## src/hw/rtl/hdms_pkg.sv

```systemverilog
// shared types, constants and command codes for the hard-disc metropolis sweep unit
// no dependencies; imported by every module of the block
package hdms_pkg;

    // storage and number format
    localparam int MAX_DISCS = 512;
    localparam int FRAC_BITS = 16;
    localparam int ADDR_W    = $clog2(MAX_DISCS);
    localparam int CNT_W     = ADDR_W + 1;
    localparam int COORD_W   = 24;
    localparam int DIFF_W    = COORD_W + 1;
    localparam int DISC_W    = 9;
    localparam int ACC_W     = 11;
    localparam int TOT_W     = 2 * ADDR_W;

    // configuration registers
    localparam int LEN_W     = 22;
    localparam int STEP_W    = 19;
    localparam int ACT_W     = 10;
    localparam int CFG_W     = 22;
    localparam int CFG_IDX_W = 2;
    localparam logic [CFG_IDX_W-1:0] CFG_BOX_LENGTH   = 2'd0;
    localparam logic [CFG_IDX_W-1:0] CFG_STEP_SIZE    = 2'd1;
    localparam logic [CFG_IDX_W-1:0] CFG_ACTIVE_DISCS = 2'd2;
    localparam logic [LEN_W-1:0]  BOX_LENGTH_RST   = 22'd3673287;
    localparam logic [STEP_W-1:0] STEP_SIZE_RST    = 19'd65536;
    localparam logic [ACT_W-1:0]  ACTIVE_DISCS_RST = 10'd400;

    // commands
    localparam logic [1:0] CMD_WRITE   = 2'd0;
    localparam logic [1:0] CMD_SWEEP   = 2'd1;
    localparam logic [1:0] CMD_READ    = 2'd2;
    localparam logic [1:0] CMD_UNKNOWN = 2'd3;

    // pair pipeline tags
    localparam logic [1:0] TAG_TOTAL = 2'd0;
    localparam logic [1:0] TAG_OLD   = 2'd1;
    localparam logic [1:0] TAG_NEW   = 2'd2;
    localparam logic [1:0] TAG_WRAP  = 2'd3;

    // response selection
    localparam logic [1:0] RSP_ZERO  = 2'd0;
    localparam logic [1:0] RSP_COORD = 2'd1;
    localparam logic [1:0] RSP_SWEEP = 2'd2;

    // random number generator
    localparam logic [63:0] LCG_MUL = 64'd6364136223846793005;
    localparam logic [63:0] LCG_ADD = 64'd1442695040888963407;
    localparam logic [63:0] LCG_RST = 64'd1;

    typedef struct packed {
        logic [1:0]                cmd;
        logic [DISC_W-1:0]         disc;
        logic                      axis;
        logic signed [COORD_W-1:0] coord_in;
    } req_t;

    typedef struct packed {
        logic signed [COORD_W-1:0] coord_out;
        logic [ACC_W-1:0]          accepted_moves;
    } rsp_t;

    // controller to datapath
    typedef struct packed {
        logic              take_req;
        logic              rd_en;
        logic [ADDR_W-1:0] addr;
        logic              clr_we;
        logic              wr_coord;
        logic              latch_a;
        logic              issue;
        logic [1:0]        tag;
        logic              axis;
        logic              draw;
        logic              mul_disp;
        logic              calc_prop;
        logic              take_u2;
        logic              clr_cnt;
        logic              decide;
        logic              clr_sweep;
        logic              load_rsp;
        logic [1:0]        rsp_sel;
    } dp_cmd_t;

    // datapath to controller
    typedef struct packed {
        logic              busy;
        logic [1:0]        cmd;
        logic [DISC_W-1:0] disc;
    } dp_stat_t;

endpackage

```

## src/hw/rtl/hdms_ctrl.sv

```systemverilog
// controller: clearing pass, command dispatch and sweep sequencing
// drives the datapath through dp_cmd_t; uses hdms_pkg
module hdms_ctrl (
    input  logic                        clk,
    input  logic                        rst_n,
    input  logic                        req_valid,
    output logic                        req_stall,
    output logic                        rsp_valid,
    input  logic                        rsp_stall,
    input  logic [hdms_pkg::CNT_W-1:0]  n_discs,
    input  hdms_pkg::dp_stat_t          stat,
    output hdms_pkg::dp_cmd_t           cmd
);
    import hdms_pkg::*;

    localparam logic [4:0] S_CLEAR   = 5'd0;
    localparam logic [4:0] S_IDLE    = 5'd1;
    localparam logic [4:0] S_EXEC    = 5'd2;
    localparam logic [4:0] S_T_RD    = 5'd3;
    localparam logic [4:0] S_T_LATCH = 5'd4;
    localparam logic [4:0] S_T_ISS   = 5'd5;
    localparam logic [4:0] S_C_RD    = 5'd6;
    localparam logic [4:0] S_C_LATCH = 5'd7;
    localparam logic [4:0] S_C_W1    = 5'd8;
    localparam logic [4:0] S_C_MUL   = 5'd9;
    localparam logic [4:0] S_C_PROP  = 5'd10;
    localparam logic [4:0] S_C_U2    = 5'd11;
    localparam logic [4:0] S_C_OLD   = 5'd12;
    localparam logic [4:0] S_C_NEW   = 5'd13;
    localparam logic [4:0] S_C_WAIT  = 5'd14;
    localparam logic [4:0] S_C_DEC   = 5'd15;
    localparam logic [4:0] S_W_ISS   = 5'd16;
    localparam logic [4:0] S_W_WAIT  = 5'd17;
    localparam logic [4:0] S_DONE    = 5'd18;

    logic [4:0]       state_reg, state_next;
    logic [CNT_W-1:0] i_reg, i_next;
    logic [CNT_W-1:0] j_reg, j_next;
    logic [CNT_W:0]   c_reg, c_next;
    logic [1:0]       sel_reg, sel_next;
    logic             rsp_valid_reg, rsp_valid_next;
    logic [CNT_W-1:0] d;

    assign d = c_reg[CNT_W:1];

    // next state and commands
    always_comb
    begin
        cmd            = '0;
        state_next     = state_reg;
        i_next         = i_reg;
        j_next         = j_reg;
        c_next         = c_reg;
        sel_next       = sel_reg;
        rsp_valid_next = rsp_valid_reg && rsp_stall;
        cmd.axis       = c_reg[0];
        cmd.rsp_sel    = sel_reg;
        unique case (state_reg)
            S_CLEAR:
            begin
                cmd.clr_we = 1'b1;
                cmd.addr   = i_reg[ADDR_W-1:0];
                i_next     = i_reg + 1'b1;
                if (i_reg == CNT_W'(MAX_DISCS - 1))
                    state_next = S_IDLE;
            end
            S_IDLE:
            begin
                if (req_valid)
                begin
                    cmd.take_req = 1'b1;
                    state_next   = S_EXEC;
                end
            end
            S_EXEC:
            begin
                priority if (stat.cmd == CMD_WRITE)
                begin
                    cmd.wr_coord = 1'b1;
                    sel_next     = RSP_ZERO;
                    state_next   = S_DONE;
                end
                else if (stat.cmd == CMD_READ)
                begin
                    cmd.rd_en  = 1'b1;
                    cmd.addr   = stat.disc[ADDR_W-1:0];
                    sel_next   = RSP_COORD;
                    state_next = S_DONE;
                end
                else if (stat.cmd == CMD_SWEEP)
                begin
                    cmd.clr_sweep = 1'b1;
                    i_next        = '0;
                    state_next    = S_T_RD;
                end
                else
                begin
                    sel_next   = RSP_ZERO;
                    state_next = S_DONE;
                end
            end
            // overlap count over all pairs before the first move
            S_T_RD:
            begin
                if (i_reg == n_discs)
                begin
                    c_next     = '0;
                    state_next = S_C_RD;
                end
                else
                begin
                    cmd.rd_en  = 1'b1;
                    cmd.addr   = i_reg[ADDR_W-1:0];
                    state_next = S_T_LATCH;
                end
            end
            S_T_LATCH:
            begin
                cmd.latch_a = 1'b1;
                j_next      = '0;
                state_next  = S_T_ISS;
            end
            S_T_ISS:
            begin
                if (j_reg == i_reg)
                begin
                    i_next     = i_reg + 1'b1;
                    state_next = S_T_RD;
                end
                else
                begin
                    cmd.rd_en = 1'b1;
                    cmd.addr  = j_reg[ADDR_W-1:0];
                    cmd.issue = 1'b1;
                    cmd.tag   = TAG_TOTAL;
                    j_next    = j_reg + 1'b1;
                end
            end
            // one coordinate move
            S_C_RD:
            begin
                if (c_reg == {n_discs, 1'b0})
                begin
                    j_next     = '0;
                    state_next = S_W_ISS;
                end
                else
                begin
                    cmd.rd_en  = 1'b1;
                    cmd.addr   = d[ADDR_W-1:0];
                    state_next = S_C_LATCH;
                end
            end
            S_C_LATCH:
            begin
                cmd.latch_a = 1'b1;
                cmd.draw    = 1'b1;
                state_next  = S_C_W1;
            end
            S_C_W1:
                state_next = S_C_MUL;
            S_C_MUL:
            begin
                cmd.mul_disp = 1'b1;
                cmd.draw     = 1'b1;
                state_next   = S_C_PROP;
            end
            S_C_PROP:
            begin
                cmd.calc_prop = 1'b1;
                state_next    = S_C_U2;
            end
            S_C_U2:
            begin
                cmd.take_u2 = 1'b1;
                cmd.clr_cnt = 1'b1;
                j_next      = '0;
                state_next  = S_C_OLD;
            end
            S_C_OLD:
            begin
                if (j_reg == n_discs)
                begin
                    j_next     = '0;
                    state_next = S_C_NEW;
                end
                else
                begin
                    cmd.rd_en = 1'b1;
                    cmd.addr  = j_reg[ADDR_W-1:0];
                    cmd.issue = (j_reg != d);
                    cmd.tag   = TAG_OLD;
                    j_next    = j_reg + 1'b1;
                end
            end
            S_C_NEW:
            begin
                if (j_reg == n_discs)
                    state_next = S_C_WAIT;
                else
                begin
                    cmd.rd_en = 1'b1;
                    cmd.addr  = j_reg[ADDR_W-1:0];
                    cmd.issue = (j_reg != d);
                    cmd.tag   = TAG_NEW;
                    j_next    = j_reg + 1'b1;
                end
            end
            S_C_WAIT:
            begin
                if (!stat.busy)
                    state_next = S_C_DEC;
            end
            S_C_DEC:
            begin
                cmd.decide = 1'b1;
                cmd.addr   = d[ADDR_W-1:0];
                c_next     = c_reg + 1'b1;
                state_next = S_C_RD;
            end
            // rewrap pass
            S_W_ISS:
            begin
                if (j_reg == n_discs)
                    state_next = S_W_WAIT;
                else
                begin
                    cmd.rd_en = 1'b1;
                    cmd.addr  = j_reg[ADDR_W-1:0];
                    cmd.issue = 1'b1;
                    cmd.tag   = TAG_WRAP;
                    j_next    = j_reg + 1'b1;
                end
            end
            S_W_WAIT:
            begin
                if (!stat.busy)
                begin
                    sel_next   = RSP_SWEEP;
                    state_next = S_DONE;
                end
            end
            S_DONE:
            begin
                if (!rsp_valid_reg || !rsp_stall)
                begin
                    cmd.load_rsp   = 1'b1;
                    rsp_valid_next = 1'b1;
                    state_next     = S_IDLE;
                end
            end
            default:
                state_next = S_IDLE;
        endcase
    end

    // state registers
    always_ff @(posedge clk or negedge rst_n)
    begin
        if (!rst_n)
        begin
            state_reg     <= S_CLEAR;
            i_reg         <= '0;
            j_reg         <= '0;
            c_reg         <= '0;
            sel_reg       <= RSP_ZERO;
            rsp_valid_reg <= 1'b0;
        end
        else
        begin
            state_reg     <= state_next;
            i_reg         <= i_next;
            j_reg         <= j_next;
            c_reg         <= c_next;
            sel_reg       <= sel_next;
            rsp_valid_reg <= rsp_valid_next;
        end
    end

    assign req_stall = (state_reg != S_IDLE);
    assign rsp_valid = rsp_valid_reg;

endmodule

```

## config.mk

```make
export PLATFORM = sky130hd
export DESIGN_NAME = hdms_ctrl
export DESIGN_NICKNAME = d
export VERILOG_FILES = /design/src/hw/rtl/hdms_pkg.sv /design/src/hw/rtl/hdms_ctrl.sv
export SDC_FILE = /design/constraint.sdc
export NUM_CORES = 1
export LEC_CHECK = 0
export ABC_AREA = 1
export BUFFER_PORTS_ARGS = -buffer_cell sky130_fd_sc_hd__buf_2
export CAP_MARGIN = 5
export CORE_MARGIN = 10
export CORE_UTILIZATION = 40
export CTS_CLUSTER_DIAMETER = 150
export CTS_CLUSTER_SIZE = 16
export DETAILED_ROUTE_END_ITERATION = 12
export PLACE_DENSITY = 0.61
export SYNTH_ARGS = -nofsm -noshare
export SYNTH_HDL_FRONTEND = slang
export SYNTH_SLANG_ARGS = --single-unit
export TNS_END_PERCENT = 5
```

## constraint.sdc

```tcl
create_clock -name clk -period 2.51 [get_ports clk]
set_clock_uncertainty 0.05 [all_clocks]
set_input_delay 0.251 -clock clk [delete_from_list [all_inputs] [get_ports clk]]
set_output_delay 0.251 -clock clk [all_outputs]
set_load 0.02 [all_outputs]
```

# After elaboration in Yosys (flattened, before gate mapping)
# Index checks and enable logic that the tools add are counted.
# Widths: inputs -> output; s select.
[word_totals]
elab_cells = 137
regBits = 39
out_inout_bits = 30
[classes]
add_sub_neg = 3
mux = 64
n_eq_ne = 44
reduce_logical = 20
[op_table]
columns = ["cell", "n"]
rows = [
  ["$mux 10", 14],
  ["$pmux 5 s19", 1],
  ["$mux 5", 13],
  ["$pmux 9 s7", 1],
  ["$pmux 10 s5", 1],
  ["$eq 5x4->1 const B", 8],
  ["$ne 2x2->1 const B", 16],
  ["$eq 10x10->1", 3],
  ["$pmux 10 s3", 1],
  ["$pmux 11 s2", 1],
  ["$add 10x1->10 const B", 2],
  ["$eq 5x3->1 const B", 4],
  ["$mux 1", 18],
  ["$eq 5x5->1 const B", 3],
  ["$mux 2", 6],
  ["$mux 3", 4],
  ["$pmux 3 s4", 1],
  ["$add 11x1->11 const B", 1],
  ["$eq 11x11->1", 1],
  ["$mux 11", 1],
  ["$eq 10x9->1 const B", 1],
  ["$eq 5x2->1 const B", 2],
  ["$ne 10x10->1", 1],
  ["$reduce_and 9->1", 1],
  ["21 further kinds", 26],
]

# Longest topological paths before layout
# Gate-level depths: netlist (run 1).
[logic_depth]
ltp_word = 5
mapped_depth = 14
ltp_nobuf = 12

# Worst setup path after synthesis (run 1)
# No wires, ideal clock.
[synth_timing]
path_type = "register to output"
startpoint = "register state_reg[3]"
endpoint = "output port cmd[13] (netlist name)"
path_stages_with_launch = 10
path_slack_ns = 0.461
t_required_ns = 2.209
t_arrival_ns = 1.748
path_cell_list = "dfrtp_1 -> buf_6 -> nor2_4 -> inv_2 -> nor2_2 -> nand2_2 -> nand2_1 -> buf_4 -> nand2_1 -> o21ai_0"
[synth_lines]
columns = ["element", "line", "source"]
rows = [
  ["from (decl)", "hdms_ctrl.sv:36", "logic [4:0] state_reg, state_next;"],
  ["from (signal assigned)", "hdms_ctrl.sv:271", "state_reg <= state_next;"],
  ["to (decl)", "hdms_ctrl.sv:12", "output hdms_pkg::dp_cmd_t cmd"],
]

==> metrics.txt, run 1 <==
CTS tree built; dpl ws 0.0538 ns; Remaining DRCs 0; 1st-pass router iterations 6; xor and xnor area share after synthesis 5.79%; Final Non-Filler Cells 931; #FFs+latches synth 39; Crit path required time 2.21 ns; Hold Vio Cnt, Final 0; Worst Max-Slew Pin Slew 1.02 ns; Final ANT Viol Nets 0; count of different cell masters after synthesis 34; sequential-to-total area share from yosys stat 23.0%; Area Growth Syn to Fin 14.0%; R2R cell count 10; max-capacitance violation count 0; Final Critical Period 2.39 ns; commonest non-fill, non-tap cell in the layout nand2_1; Cell Rows 37; Startpoint Class register; Top delay family on crit path simple AND/OR/NAND/NOR gates; Synthesized Nets 766; CTS Buf Count 5; Post-Route Setup TNS 0 ns; Routed WL per cell 16.2 um; CP max FO 10; pwr dens 248 nW/um2; main combinational cell family by area after synthesis simple AND/OR/NAND/NOR gates; post-synthesis average cell area 5.75 um2; die height 123 um; static leakage 0.00276 uW; core footprint 10300 um2; Syn. warnings 0; root buf cell clkbuf_8; initial core utilization 41.1%; Fmax 418 MHz; final slew viol count 0; global route overflow 0; Clock Power Share 40.9%; number of vias per cell 5.34; Simple-Gate Fraction of Synth Area 52.2%; DRT iter0 DRCs 474; P_sw 318 uW; Post-Syn Area 4240 um2; crit end category output port; Synth Area in Compound Gates 5.64%; slack of the critical path 0.116 ns; dpl hpwl 11900 um; dpl cells 920; nets 823; largest net degree at the start of global routing 40; Largest stage delay, worst path 0.44 ns; H-tree Lvls 2; max reg flops 11; WHS 0.0630 ns; worst-path cell chain buf_4 -> nand2_1 -> nand2_1 -> nor2_1 -> nand2_1 -> nor2_4 -> nand2_4 -> nand3_1 -> nand2_1 -> nor2_1 -> nand2_1 -> buf_2; WP data arrival 2.09 ns; Skew-Pair Late Insertion Delay 0.31 ns; die width 123 um; Vias 4973; Flop pwr share 52.3%; Syn Inst Count 737; vias in the first global route 4706; Post-Route WL 15100 um; crit path kind reg2out; Tot GR Track Use 20.0%; Reg clk slew, reported paths 0.09 ns; Gate power share 6.9%; mux cell area share after synthesis 0%; share of layout cells above drive strength 1 20.3%; slowest cell on the critical path dfrtp_1; Hold Crit Class in2async; Synth Area in Adders 0.885%; crit path buf inv count 2; normalized max-slew margin 32.2%; Max Root-Sink Buffers 2; Worst path depth 12; initial antenna violation count 0; most used cell, CP nand2_1; most frequent cells in the layout nand2_1 (292), nand3_1 (84), nor2_1 (79); Internal Power 883 uW; placer congestion estimate 1.01; Clock Sink Count 39; peak supply drop 0.156 mV; status complete, no violations; die area 15100 um2; n_diodes 0; number of port buffers 55; number of setup violations in the final report 0; first-pass GRT wire length 24000 um; period utilization 95.4%; Filler Cells Inserted 1145; io pins 56; sw frac 26.5%
-- cells by family (layout without fill, tap and decap cells) --
| group | count (synthesis) | count (layout) |
|---|---|---|
| flip-flops | 39 | 39 |
| adder cells (fa/ha/maj) | 3 | 3 |
| buffers and inverters | 114 | 171 |
| AND/OR/NAND/NOR | 510 | 511 |
| XOR/XNOR | 28 | 28 |
| AO/OA/AOI/OAI | 43 | 43 |
-- cell type report --
type / instances / area, um2 / area share, %
clock buffer: 7 / 86.3 / 1.79
timing repair buffer: 88 / 523 / 10.8
clock inverter: 1 / 8.76 / 0.181
tap: 136 / 170 / 3.52
multi-input combinational: 585 / 2770 / 57.3
sequential: 39 / 988 / 20.5
inverter: 75 / 285 / 5.91
-- repair_timing --
action / in CTS / in global routing
setup endpoints to repair: 11 / 21
endpoints found under the hold margin: 0 / 0
resized for setup: 5 / 19
setup buffers: 0 / 2
gates cloned: 0 / 1
hold buffers: 0 / 0
pin swaps: 0 / 2
-- worst paths after layout --
| kind | startpoint | endpoint | slack, ns |
|---|---|---|---|
| hold / removal | rst_n | i_reg[9]$_DFFE_PN0P_ | 0.06 |
| max in group asynchronous | rst_n | state_reg[1]$_DFFE_PN0P_ | 1.65 |
| hold reg to reg | rsp_valid$_DFF_PN0_ | rsp_valid$_DFF_PN0_ | 0.47 |
| setup / recovery | j_reg[0]$_DFFE_PN0P_ | cmd[24] | 0.12 |
| min in group clk | rsp_stall | rsp_valid$_DFF_PN0_ | 0.10 |
| setup reg to reg | state_reg[0]$_DFFE_PN0P_ | j_reg[3]$_DFFE_PN0P_ | 0.29 |
-- stage by stage --
step                instance area [um2]  power (uW)  util (%)
floorplan                          4240         671         -
global placement                   4670         719      45.2
detailed placement                 4670         721      45.2
CTS                                4780        1210      46.3
global route                       4830        1250      46.8
finish                             4830        1200      46.8
-- layer usage --
layer  routed length (um)  vias to the layer above  GRT usage [%]
met5                    0                        -              0
met4                  376                        0           6.11
met3                 1360                       28           4.51
met2                 6940                      238           32.5
met1                 6410                     2297           26.0
li1                     -                     2410              -
-- Yosys cell counts --
master	instances	area share, %
a21oi_1	16	1.9
a31oi_1	1	0.15
and2_1	2	0.30
buf_2	24	2.8
buf_4	9	1.6
buf_6	5	1.3
clkbuf_1	1	0.088
clkinv_2	1	0.12
dfrtp_1	39	23
ha_1	3	0.89
inv_1	54	4.8
inv_2	20	1.8
nand2_1	295	26
nand2_2	3	0.44
nand2_4	3	0.80
nand3_1	84	9.9
nand3_2	3	0.71
nand3_4	1	0.41
nand3b_1	2	0.35
nand4_1	12	1.8
nor2_1	83	7.3
nor2_2	4	0.59
nor2_4	4	1.1
nor3_1	11	1.3
nor3_4	1	0.38
nor4_4	1	0.50
o21a_1	1	0.18
o21ai_0	8	0.94
o21ai_1	11	1.3
o21ai_2	4	0.83
o31ai_1	2	0.35
or2_2	1	0.15
xnor2_1	11	2.3
xor2_1	17	3.5
-- power by group through the flow --
stage | logic [uW] | clock network (uW) | registers (uW)
CTS | 80.7 | 503 | 628
detailed placement | 80.3 | 0 | 640
global route | 93.1 | 532 | 628
finish | 82.3 | 490 | 628
global placement | 79.1 | 0 | 640
floorplan | 30.4 | 0 | 640
(Power assumes the default switching activity.)
==> run 2: changes to the inputs <==
BUFFER_PORTS_ARGS = -buffer_cell sky130_fd_sc_hd__buf_4   (was -buffer_cell sky130_fd_sc_hd__buf_2)
==> metrics.txt, run 2 (synthesis gave the netlist of run 1 again) <==
Tot GR Track Use 20.5% (+0.45 points); Largest stage delay, worst path 0.52 ns (+0.08 ns); vias in the first global route 4856 (+3.2%); Worst Max-Slew Pin Slew 0.570 ns (-0.447 ns); status complete, no violations; dpl hpwl 12000 um (+0.91%); first-pass GRT wire length 24600 um (+2.4%); Hold Crit Class in2reg; crit path buf inv count 3 (+1); Fmax 421 MHz (+0.85%); die height 123 um (unchanged); io pins 56 (unchanged); CP max FO 11 (+1); Filler Cells Inserted 1083 (-5.4%); placer congestion estimate 0.942 (-6.5%); CTS tree built; crit path kind reg2out; final slew viol count 0 (unchanged); Reg area 985 um2 (-0.38%); Vias 4860 (-2.3%); Skew-Pair Late Insertion Delay 0.32 ns (about the same); max reg flops 11 (unchanged); slack of the critical path 0.136 ns (+0.0201 ns); Post-Route WL 15100 um (about the same); max-capacitance violation count 0 (unchanged); Routed WL per cell 16.2 um (-0.18%); Max Root-Sink Buffers 2 (unchanged); Final Critical Period 2.37 ns (-0.0201 ns); Reg clk slew, reported paths 0.08 ns (about the same); worst-path cell chain inv_2 -> nand2_1 -> nor2_1 -> nand2_1 -> inv_2 -> nand3_1 -> nand2_1 -> nor2_1 -> nand2_1 -> buf_4; largest net degree at the start of global routing 40 (unchanged); number of setup violations in the final report 0 (unchanged); crit end category output port; period utilization 94.6% (-0.80 points); Remaining DRCs 0 (unchanged); most frequent cells in the layout nand2_1 (292), buf_4 (90), nand3_1 (84); number of vias per cell 5.21 (-2.5%); CTS Buf Count 5 (unchanged); number of port buffers 55 (unchanged); n_diodes 0 (unchanged); RSZ-0062 raised after global routing false; most used cell, CP nand2_1; core footprint 10300 um2 (unchanged); Final ANT Viol Nets 0 (unchanged); share of layout cells above drive strength 1 20.2% (-0.051 points); die area 15100 um2 (unchanged); 1st-pass router iterations 7 (+1); normalized max-slew margin 61.9% (+30 points); Area Growth Syn to Fin 18.4%; dpl ws 0.0928 ns (+0.0390 ns); DRT iter0 DRCs 360 (-24%); peak supply drop 0.245 mV (+57%); static leakage 0.00284 uW (+2.9%); Post-Route Setup TNS 0 ns (unchanged); pwr dens 265 nW/um2 (+6.8%); Clock Sink Count 39 (unchanged); global route overflow 0 (unchanged); R2R Setup Slk 0.23 ns (-0.06 ns); Hold Vio Cnt, Final 0 (unchanged); nets 825 (+0.24%); WP data arrival 2.07 ns (-0.02 ns); initial core utilization 41.1% (unchanged); Cell Rows 37 (unchanged); die width 123 um (unchanged); multi-input logic area 2770 um2 (about the same); initial antenna violation count 0 (unchanged); slowest cell on the critical path dfrtp_2; commonest non-fill, non-tap cell in the layout nand2_1; Top delay family on crit path simple AND/OR/NAND/NOR gates; H-tree Lvls 2 (unchanged); Crit path required time 2.21 ns (about the same); root buf cell clkbuf_8; Startpoint Class register
[run 2: power by group]
| group | total [uW] | switching [uW] | internal [uW] |
|---|---|---|---|
| clock | 609 | 281 | 328 |
| combinational | 94.6 | 52.9 | 41.6 |
| sequential | 628 | 0.0000000000000432 | 628 |
| total | 1330 | 334 | 997 |
[run 2: layout make-up]
cell class                      count  area share (%)
Multi-Input combinational cell    584            55.2
Sequential cell                    39            19.6
Timing Repair Buffer               91            13.7
Inverter                           75            5.68
Tap cell                          136            3.39
Clock buffer                        6            1.65
Clock inverter                      2           0.773
[run 2: repair_timing]
item / 4_1_cts / 5_1_grt
hold buffers: 1 / 0
hold endpoints to repair: 39 / 0
setup endpoints to repair: 11 / 12
buffers inserted: 0 / 3
gates resized for setup: 3 / 18
pin swaps: 1 / 1
[run 2: per-layer routing]
metal / share of wire (%) / GRT usage (%)
met1: 45 / 26.3
met2: 46 / 33.2
met3: 6.0 / 4.47
met4: 3.2 / 7.36
met5: 0 / 0
[run 2: worst paths after layout]
check,startpoint,end,cells after the start
worst max-delay path,state_reg[4]$_DFFE_PN0P_,cmd[21],10
worst min-delay path,rsp_stall,rsp_valid$_DFF_PN0_,3
worst max register to register,state_reg[3]$_DFFE_PN0P_,j_reg[3]$_DFFE_PN0P_,11
worst min register to register,rsp_valid$_DFF_PN0_,rsp_valid$_DFF_PN0_,2
max in group asynchronous,rst_n,state_reg[3]$_DFFE_PN0P_,2
min in group asynchronous,rst_n,j_reg[8]$_DFFE_PN0P_,2
[run 2: per-stage QoR]
step	power (uW)	util [%]	area, um2	std cells	hold WS, ns
final	1330	48.6	5020	933	0.101
after global routing	1380	48.6	5020	933	0.130
after CTS	1340	48.0	4950	930	0.0978
after detailed placement	733	46.6	4810	921	0.244
after global placement	732	46.6	4810	921	0.234
after floorplan	671	-	4240	737	-0.0946
[run 2: worst min-delay path: stages]
cell     delay (ns)
buf_4          0.08
nand2_1        0.05
nand2_1        0.06
